File: config.mk
export PLATFORM = sky130hd
export DESIGN_NAME = auto_contrast_window_stretch
export DESIGN_NICKNAME = d
export VERILOG_FILES = /design/src/acws_pkg.sv /design/src/acws_ctrl.sv /design/src/acws_dp.sv /design/src/auto_contrast_window_stretch.sv
export SDC_FILE = /design/constraint.sdc
export NUM_CORES = 2
export LEC_CHECK = 0
export ABC_CLOCK_PERIOD_IN_PS = 16200
export BUFFER_PORTS_ARGS = -buffer_cell sky130_fd_sc_hd__buf_2
export CAP_MARGIN = 20
export CORE_MARGIN = 1
export CORE_UTILIZATION = 35
export CTS_CLUSTER_SIZE = 20
export DETAILED_ROUTE_END_ITERATION = 8
export PLACE_DENSITY = 0.58
export SETUP_SLACK_MARGIN = 0.2
export SLEW_MARGIN = 20
export SYNTH_ARGS = -nofsm -noshare
export SYNTH_HDL_FRONTEND = slang
export SYNTH_HIERARCHICAL = 1
export SYNTH_SLANG_ARGS = --single-unit
File: constraint.sdc
create_clock -name clk_i -period 16.2 [get_ports clk_i]
set_clock_uncertainty 0.05 [all_clocks]
set_input_delay 0 -clock clk_i [delete_from_list [all_inputs] [get_ports clk_i]]
set_output_delay 0 -clock clk_i [all_outputs]
set_load 0.02 [all_outputs]
File: src/acws_pkg.sv
// Package for auto_contrast_window_stretch: beat payload types, register indexes
// and the command/status bundles between controller and datapath.
// No dependencies.
`default_nettype none

package acws_pkg;

  localparam int unsigned PixW    = 8;
  localparam int unsigned CfgIdxW = 2;
  localparam int unsigned CfgW    = 8;
  localparam int unsigned DivCntW = 3;

  localparam logic [PixW-1:0] PixMin = '0;
  localparam logic [PixW-1:0] PixMax = '1;

  localparam logic [CfgIdxW-1:0] CFG_MANUAL_LOW  = 2'd0;
  localparam logic [CfgIdxW-1:0] CFG_MANUAL_HIGH = 2'd1;
  localparam logic [CfgIdxW-1:0] CFG_AUTO_ENABLE = 2'd2;

  typedef struct packed {
    logic [PixW-1:0] pixel;
    logic            in_region;
    logic            frame_end;
  } in_t;

  typedef struct packed {
    logic [PixW-1:0] intensity;
    logic [PixW-1:0] current_low;
    logic [PixW-1:0] current_high;
  } out_t;

  typedef struct packed {
    logic run;
    logic wr_sat;
    logic wr_quo;
    logic div_load;
    logic div_step;
    logic idx_inc;
  } cmd_t;

  typedef struct packed {
    logic rebuild_req;
    logic sat;
    logic div_last;
    logic idx_last;
  } sts_t;

endpackage

`default_nettype wire

File: src/acws_ctrl.sv
// Controller for auto_contrast_window_stretch: sequences the ramp table rebuild
// and gates pixel traffic. Depends on acws_pkg.
`default_nettype none

module acws_ctrl (
  input  wire logic           clk_i,
  input  wire logic           rst_ni,
  input  wire acws_pkg::sts_t sts_i,
  output acws_pkg::cmd_t      cmd_o
);

  typedef enum logic [1:0] {
    S_RUN,
    S_LOAD,
    S_DIV,
    S_WRITE
  } state_e;

  state_e state_q, state_d;

  always_comb begin
    state_d = state_q;
    cmd_o   = '0;
    case (state_q)
      S_RUN: begin
        cmd_o.run = 1'b1;
        if (sts_i.rebuild_req) begin
          state_d = S_LOAD;
        end
      end
      S_LOAD: begin
        if (sts_i.sat) begin
          cmd_o.wr_sat  = 1'b1;
          cmd_o.idx_inc = 1'b1;
          if (sts_i.idx_last) begin
            state_d = S_RUN;
          end
        end else begin
          cmd_o.div_load = 1'b1;
          state_d        = S_DIV;
        end
      end
      S_DIV: begin
        cmd_o.div_step = 1'b1;
        if (sts_i.div_last) begin
          state_d = S_WRITE;
        end
      end
      S_WRITE: begin
        cmd_o.wr_quo  = 1'b1;
        cmd_o.idx_inc = 1'b1;
        state_d       = sts_i.idx_last ? S_RUN : S_LOAD;
      end
      default: begin
        state_d = S_LOAD;
      end
    endcase
  end

  // rebuild the table from the reset window before the first beat
  always_ff @(posedge clk_i or negedge rst_ni) begin
    if (!rst_ni) begin
      state_q <= S_LOAD;
    end else begin
      state_q <= state_d;
    end
  end

endmodule

`default_nettype wire

File: src/acws_dp.sv
// Datapath for auto_contrast_window_stretch: registers, region statistics,
// ramp table memory, bit-serial divider and output register. Depends on acws_pkg.
`default_nettype none

module acws_dp (
  input  wire logic                              clk_i,
  input  wire logic                              rst_ni,
  input  wire logic                              in_valid_i,
  output logic                                   in_stall_o,
  input  wire acws_pkg::in_t                     in_data_i,
  output logic                                   out_valid_o,
  input  wire logic                              out_stall_i,
  output acws_pkg::out_t                         out_data_o,
  input  wire logic                              cfg_valid_i,
  output logic                                   cfg_ready_o,
  input  wire logic [acws_pkg::CfgIdxW-1:0]      cfg_index_i,
  input  wire logic [acws_pkg::CfgW-1:0]         cfg_data_i,
  input  wire acws_pkg::cmd_t                    cmd_i,
  output acws_pkg::sts_t                         sts_o
);

  localparam int unsigned PW = acws_pkg::PixW;

  logic [PW-1:0] man_low_q, man_high_q;
  logic          auto_q;
  logic [PW-1:0] win_low_q, win_high_q;
  logic [PW-1:0] min_q, max_q;
  logic          seen_q;

  logic [PW-1:0] idx_q;
  logic [PW-1:0] rem_q, quo_q;
  logic [acws_pkg::DivCntW-1:0] cnt_q;

  logic [PW-1:0] ram [2**PW];
  logic [PW-1:0] rd_q, cur_low_q, cur_high_q;
  logic          out_valid_q;

  logic          accept, cfg_we, hit, seen_n, auto_upd;
  logic [PW-1:0] min_n, max_n;
  logic          cfg_load;
  logic [PW-1:0] cfg_low, cfg_high;
  logic [PW-1:0] den, xoff, sat_val, wr_data;
  logic [2*PW-1:0] num;
  logic [PW:0]   trial;
  logic          trial_ge;
  logic          wr_en;

  assign in_stall_o  = !cmd_i.run || (out_valid_q && out_stall_i);
  assign accept      = in_valid_i && !in_stall_o;
  assign cfg_ready_o = cmd_i.run;
  assign cfg_we      = cfg_valid_i && cfg_ready_o;

  // region statistics including the current beat
  assign hit    = in_data_i.in_region && (in_data_i.pixel != acws_pkg::PixMin) &&
                  (in_data_i.pixel != acws_pkg::PixMax);
  assign min_n  = (hit && (in_data_i.pixel < min_q)) ? in_data_i.pixel : min_q;
  assign max_n  = (hit && (in_data_i.pixel > max_q)) ? in_data_i.pixel : max_q;
  assign seen_n = seen_q || in_data_i.in_region;
  assign auto_upd = accept && in_data_i.frame_end && auto_q && seen_n;

  always_comb begin
    cfg_load = 1'b0;
    cfg_low  = man_low_q;
    cfg_high = man_high_q;
    case (cfg_index_i)
      acws_pkg::CFG_MANUAL_LOW: begin
        cfg_load = !auto_q;
        cfg_low  = cfg_data_i;
      end
      acws_pkg::CFG_MANUAL_HIGH: begin
        cfg_load = !auto_q;
        cfg_high = cfg_data_i;
      end
      acws_pkg::CFG_AUTO_ENABLE: begin
        cfg_load = !cfg_data_i[0];
      end
      default: begin
        cfg_load = 1'b0;
      end
    endcase
  end

  always_ff @(posedge clk_i or negedge rst_ni) begin
    if (!rst_ni) begin
      man_low_q  <= acws_pkg::PixMin;
      man_high_q <= acws_pkg::PixMax;
      auto_q     <= 1'b1;
      win_low_q  <= acws_pkg::PixMin;
      win_high_q <= acws_pkg::PixMax;
      min_q      <= acws_pkg::PixMax;
      max_q      <= acws_pkg::PixMin;
      seen_q     <= 1'b0;
    end else begin
      if (accept) begin
        if (in_data_i.frame_end) begin
          min_q  <= acws_pkg::PixMax;
          max_q  <= acws_pkg::PixMin;
          seen_q <= 1'b0;
        end else begin
          min_q  <= min_n;
          max_q  <= max_n;
          seen_q <= seen_n;
        end
      end
      if (cfg_we) begin
        case (cfg_index_i)
          acws_pkg::CFG_MANUAL_LOW:  man_low_q  <= cfg_data_i;
          acws_pkg::CFG_MANUAL_HIGH: man_high_q <= cfg_data_i;
          acws_pkg::CFG_AUTO_ENABLE: auto_q     <= cfg_data_i[0];
          default: ;
        endcase
      end
      if (cfg_we && cfg_load) begin
        win_low_q  <= cfg_low;
        win_high_q <= cfg_high;
      end else if (auto_upd) begin
        win_low_q  <= (min_n == acws_pkg::PixMax) ? acws_pkg::PixMin : min_n;
        win_high_q <= (max_n == acws_pkg::PixMin) ? acws_pkg::PixMax : max_n;
      end
    end
  end

  // ramp entry: saturate outside the window, else 255*(idx-low)/(high-low)
  assign den     = win_high_q - win_low_q;
  assign xoff    = idx_q - win_low_q;
  assign num     = {xoff, {PW{1'b0}}} - {{PW{1'b0}}, xoff};
  assign sat_val = (idx_q >= win_high_q) ? acws_pkg::PixMax : acws_pkg::PixMin;
  assign trial   = {rem_q, quo_q[PW-1]};
  assign trial_ge = trial >= {1'b0, den};

  always_ff @(posedge clk_i or negedge rst_ni) begin
    if (!rst_ni) begin
      idx_q <= '0;
      cnt_q <= '0;
    end else begin
      if (cmd_i.idx_inc) begin
        idx_q <= idx_q + 1'b1;
      end
      if (cmd_i.div_load) begin
        cnt_q <= '0;
      end else if (cmd_i.div_step) begin
        cnt_q <= cnt_q + 1'b1;
      end
    end
  end

  always_ff @(posedge clk_i) begin
    if (cmd_i.div_load) begin
      rem_q <= num[2*PW-1:PW];
      quo_q <= num[PW-1:0];
    end else if (cmd_i.div_step) begin
      rem_q <= trial_ge ? trial[PW-1:0] - den : trial[PW-1:0];
      quo_q <= {quo_q[PW-2:0], trial_ge};
    end
  end

  assign wr_en   = cmd_i.wr_sat || cmd_i.wr_quo;
  assign wr_data = cmd_i.wr_sat ? sat_val : quo_q;

  always_ff @(posedge clk_i) begin
    if (wr_en) begin
      ram[idx_q] <= wr_data;
    end
  end

  always_ff @(posedge clk_i) begin
    if (accept) begin
      rd_q       <= ram[in_data_i.pixel];
      cur_low_q  <= win_low_q;
      cur_high_q <= win_high_q;
    end
  end

  always_ff @(posedge clk_i or negedge rst_ni) begin
    if (!rst_ni) begin
      out_valid_q <= 1'b0;
    end else if (accept) begin
      out_valid_q <= 1'b1;
    end else if (!out_stall_i) begin
      out_valid_q <= 1'b0;
    end
  end

  assign out_valid_o             = out_valid_q;
  assign out_data_o.intensity    = rd_q;
  assign out_data_o.current_low  = cur_low_q;
  assign out_data_o.current_high = cur_high_q;

  assign sts_o.rebuild_req = auto_upd || (cfg_we && cfg_load);
  assign sts_o.sat         = (idx_q >= win_high_q) || (idx_q < win_low_q);
  assign sts_o.div_last    = (cnt_q == {acws_pkg::DivCntW{1'b1}});
  assign sts_o.idx_last    = (idx_q == acws_pkg::PixMax);

endmodule

`default_nettype wire

File: src/auto_contrast_window_stretch.sv
// The result beat is registered and appears in the cycle after its pixel
// beat is accepted. One pixel per cycle unless held off by a rebuild or an
// output stall, read from the 256-entry ramp table memory. A window change
// (frame end in auto mode, manual load) rebuilds the table with input and
// configuration held off; saturated entries skip the 8-step serial divider.
// After reset the same pass builds the identity ramp before the first beat.
`default_nettype none

module auto_contrast_window_stretch (
  input  wire logic                         clk_i,
  input  wire logic                         rst_ni,
  input  wire logic                         in_valid_i,
  output logic                              in_stall_o,
  input  wire acws_pkg::in_t                in_data_i,
  output logic                              out_valid_o,
  input  wire logic                         out_stall_i,
  output acws_pkg::out_t                    out_data_o,
  input  wire logic                         cfg_valid_i,
  output logic                              cfg_ready_o,
  input  wire logic [acws_pkg::CfgIdxW-1:0] cfg_index_i,
  input  wire logic [acws_pkg::CfgW-1:0]    cfg_data_i
);

  acws_pkg::cmd_t cmd;
  acws_pkg::sts_t sts;

  acws_ctrl u_ctrl (
    .clk_i  (clk_i),
    .rst_ni (rst_ni),
    .sts_i  (sts),
    .cmd_o  (cmd)
  );

  acws_dp u_dp (
    .clk_i       (clk_i),
    .rst_ni      (rst_ni),
    .in_valid_i  (in_valid_i),
    .in_stall_o  (in_stall_o),
    .in_data_i   (in_data_i),
    .out_valid_o (out_valid_o),
    .out_stall_i (out_stall_i),
    .out_data_o  (out_data_o),
    .cfg_valid_i (cfg_valid_i),
    .cfg_ready_o (cfg_ready_o),
    .cfg_index_i (cfg_index_i),
    .cfg_data_i  (cfg_data_i),
    .cmd_i       (cmd),
    .sts_o       (sts)
  );

endmodule

`default_nettype wire
==> flow_summary.json <==
{
  "synth-edff-count": 2088,
  "reg2regPathDepth": 15,
  "cts_max_path_buffers": 3,
  "p_leak_nw": 29.8,
  "area_growth_pct": 13.4,
  "reg2reg_from": "u_dp/idx_q[0]$_DFFE_PN0P_",
  "synth_fp_nets": 4175,
  "die_h_um": 493,
  "status": "finished clean",
  "grt_pass1_vias": 42000,
  "dp_hpwl_mm": 118,
  "switching_power_mw": 4.57,
  "syn_inst": 4094,
  "worst_setup_path_end_kind": "register",
  "cts-buffers-inserted": 210,
  "instances_no_fill": 7564,
  "routedWlPerCell_um": 27.0,
  "yosysWarnings": 6,
  "maxSlewViolCount": 0,
  "maxCapViolCount": 0,
  "rows": 179,
  "finalHoldViolCount": 0,
  "rsz0062_at_grt": "false",
  "cp-start-kind": "register",
  "place_congestion": 0.798,
  "worst_slack_ps": 10000,
  "ant_nets": 0,
  "ff2ff_setup_slack_ps": 10000,
  "grtUsageMet2": 0.264,
  "grt_max_degree": 257,
  "drt_pre_antenna_iters": 8,
  "port_buffers": 51,
  "worstReg2RegEnd": "u_dp/ram[178][2]$_DFFE_PP_",
  "antenna_found_initial": 1,
  "cp_max_fo": 77,
  "synth-seq-cells": 2152,
  "hold_depth": 4,
  "syn_avg_cell_area_um2": 20.6,
  "regMostFlops": "u_dp/ram",
  "cp.required_ps": 16650,
  "wl_mm": 205,
  "synth_area_leaders": "edfxtp_1, mux4_2, nor2_1",
  "yosysUniqueCellTypes": 69,
  "syn-cell-area_mm2": 0.0845,
  "core_mm2": 0.239,
  "synth_top_cell_by_area": "edfxtp_1",
  "final_layout_size_suffix_gt1_frac": 0.233,
  "setup_viol": 0,
  "holdPathEnd": "u_dp/win_low_q[7]$_DFFE_PN0P_",
  "period_needed_ps": 6200,
  "swShare": 0.291,
  "dpl-instance-area_mm2": 0.0885,
  "grtUsageMet1": 0.235,
  "clock_sinks": 2152,
  "clkTransAtPathRegs_ps": 60,
  "vias": 41400,
  "period_share": 0.383,
  "power.density_mw_per_mm2": 164,
  "grt.busiest_layer": "met2",
  "synthFlopType": "edfxtp_1",
  "worst_slew_pin_slew_ps": 1240,
  "cts_setup_buffers": 0,
  "grt_pass1_wl_mm": 298,
  "ios": 52,
  "fin_nets": 4303,
  "p_clk_frac": 0.301,
  "cts-root-buf": "clkbuf_16",
  "cts_tree": "yes",
  "final.setup.tns_ps": 0,
  "place_ws_ps": 10020,
  "worstSetupPathType": "register to register",
  "p_int_mw": 11.1,
  "placed_cells": 7129,
  "drc": 0,
  "cts_max_level": 4,
  "synth.most_common_cell": "edfxtp_1",
  "drtIter0Drc": 4419,
  "use_met3": 0.0326,
  "seqPwrFrac": 0.493,
  "max_slew_margin": 0.172,
  "synth_common_cells": "edfxtp_1, mux4_2, nor2_1, clkbuf_1, a22oi_1",
  "max-vdd-ir-drop_mv": 0.293,
  "dieArea_mm2": 0.243,
  "final_area_mm2": 0.0958,
  "ys_seq_area_frac": 0.761,
  "p_comb_frac": 0.206,
  "cp.arrival_ps": 6660,
  "holdCritStartpoint": "cfg_data_i[7]",
  "grt_usage": 0.167,
  "synth_top_area_frac": 0.742,
  "largest_reg_flops": 2048,
  "start_util": 0.354,
  "grt_overflow": 0,
  "die_w_um": 493,
  "viasPerCell": 5.48,
  "fmax_ghz": 0.161,
  "hp-class": "input port to register",
  "clock_latency_ps": 840,
  "async_flop_share": 0.0297
}
[final cells by class]
type                    instances  area, µm²
fillers                     20800     143000
well taps                    3167       3960
flip-flops and latches       2152      64300
diodes                          1       2.50
clock inverters               122       1030
clock buffers                 264       5630
inverters                      57        214
repair buffers                161       1470
multi-input cells            1640      19100
[metal layers]
metal	routed length, µm	part of all wire	vias up
li1	-	-	17400
met1	88100	0.43	22200
met2	97100	0.47	1557
met3	14800	0.072	259
met4	4510	0.022	0
met5	0	0	-
[cells by family after synthesis]
logic type / count (synthesis) / share of synthesized area
adder cells (fa/ha/maj): 56 / 0.00856
flip-flops: 2152 / 0.761
buffers and inverters: 302 / 0.0144
XOR/XNOR: 24 / 0.00249
multiplexers: 574 / 0.144
AND/OR/NAND/NOR: 470 / 0.0235
AO/OA/AOI/OAI: 516 / 0.0453
[power groups by stage]
| stage | logic, mW | registers (mW) | clock network (mW) |
|---|---|---|---|
| 2_1_floorplan | 1.76 | 8.69 | 0 |
| 3_3_place_gp | 3.05 | 7.86 | 0 |
| 3_5_place_dp | 3.18 | 7.87 | 0 |
| 4_1_cts | 3.20 | 7.75 | 4.83 |
| 5_1_grt | 3.51 | 7.75 | 5.03 |
| 6_report | 3.23 | 7.74 | 4.73 |
[stage by stage]
step / hold slack [ps] / utilization / total power, mW
3_3_place_gp: 182 / 0.370 / 10.9
5_1_grt: 61.1 / 0.401 / 16.3
3_5_place_dp: 199 / 0.370 / 11.1
6_report: 86.1 / 0.401 / 15.7
4_1_cts: 6.18 / 0.400 / 15.8
2_1_floorplan: -346 / - / 10.5
[cell usage in the layout (no fill, tap or decap), drive strengths merged, types with 9 or more instances in the layout]
cell         count
o221ai          34
nand2b           9
dfrtp           38
edfxtp        2088
nand3           14
nor3            22
a21oi           90
o21ai           29
o21a            12
ha              53
buf            118
mux2i           38
bufinv          15
nand2           70
a22oi          136
inv             60
a21o            14
dlygate4sd3     43
nand4           10
a221oi          64
mux2            24
nor2           305
o22ai           21
nor2b           13
xnor2           16
a22o            64
mux4           512
dfstp           26
clkbuf         264
clkinv         101
[worst max path at each step]
stage	depth (start not counted)	from	slack [ps]	end
after CTS	15	u_dp/idx_q[0]$_DFFE_PN0P_	9980	u_dp/ram[159][2]$_DFFE_PP_
after floorplan	13	u_dp/idx_q[0]$_DFFE_PN0P_	1400	u_dp/ram[0][0]$_DFFE_PP_
after global placement	15	u_dp/idx_q[0]$_DFFE_PN0P_	10210	u_dp/ram[146][5]$_DFFE_PP_
after global routing	15	u_dp/idx_q[0]$_DFFE_PN0P_	9590	u_dp/ram[152][2]$_DFFE_PP_
final	15	u_dp/idx_q[0]$_DFFE_PN0P_	10000	u_dp/ram[178][2]$_DFFE_PP_
after detailed placement	15	u_dp/idx_q[0]$_DFFE_PN0P_	10020	u_dp/ram[153][2]$_DFFE_PP_
[critical path, cell delays in order, from the launching register on]
cell	delay, ps
dfrtp_1	450
inv_1	160
ha_1	190
inv_1	60
fa_1	400
a21o_1	170
a21o_1	200
a211o_1	330
a21oi_1	140
nor2b_1	70
o221ai_1	360
and3b_2	290
nand2_1	400
o21ai_4	970
buf_4	740
buf_4	750
[what timing repair did]
action / 4_1_cts / 5_1_grt
hold buffers: 43 / 0
resized for setup: 0 / 0
hold endpoints to repair: 115 / 0
(Power assumes the default switching activity.)
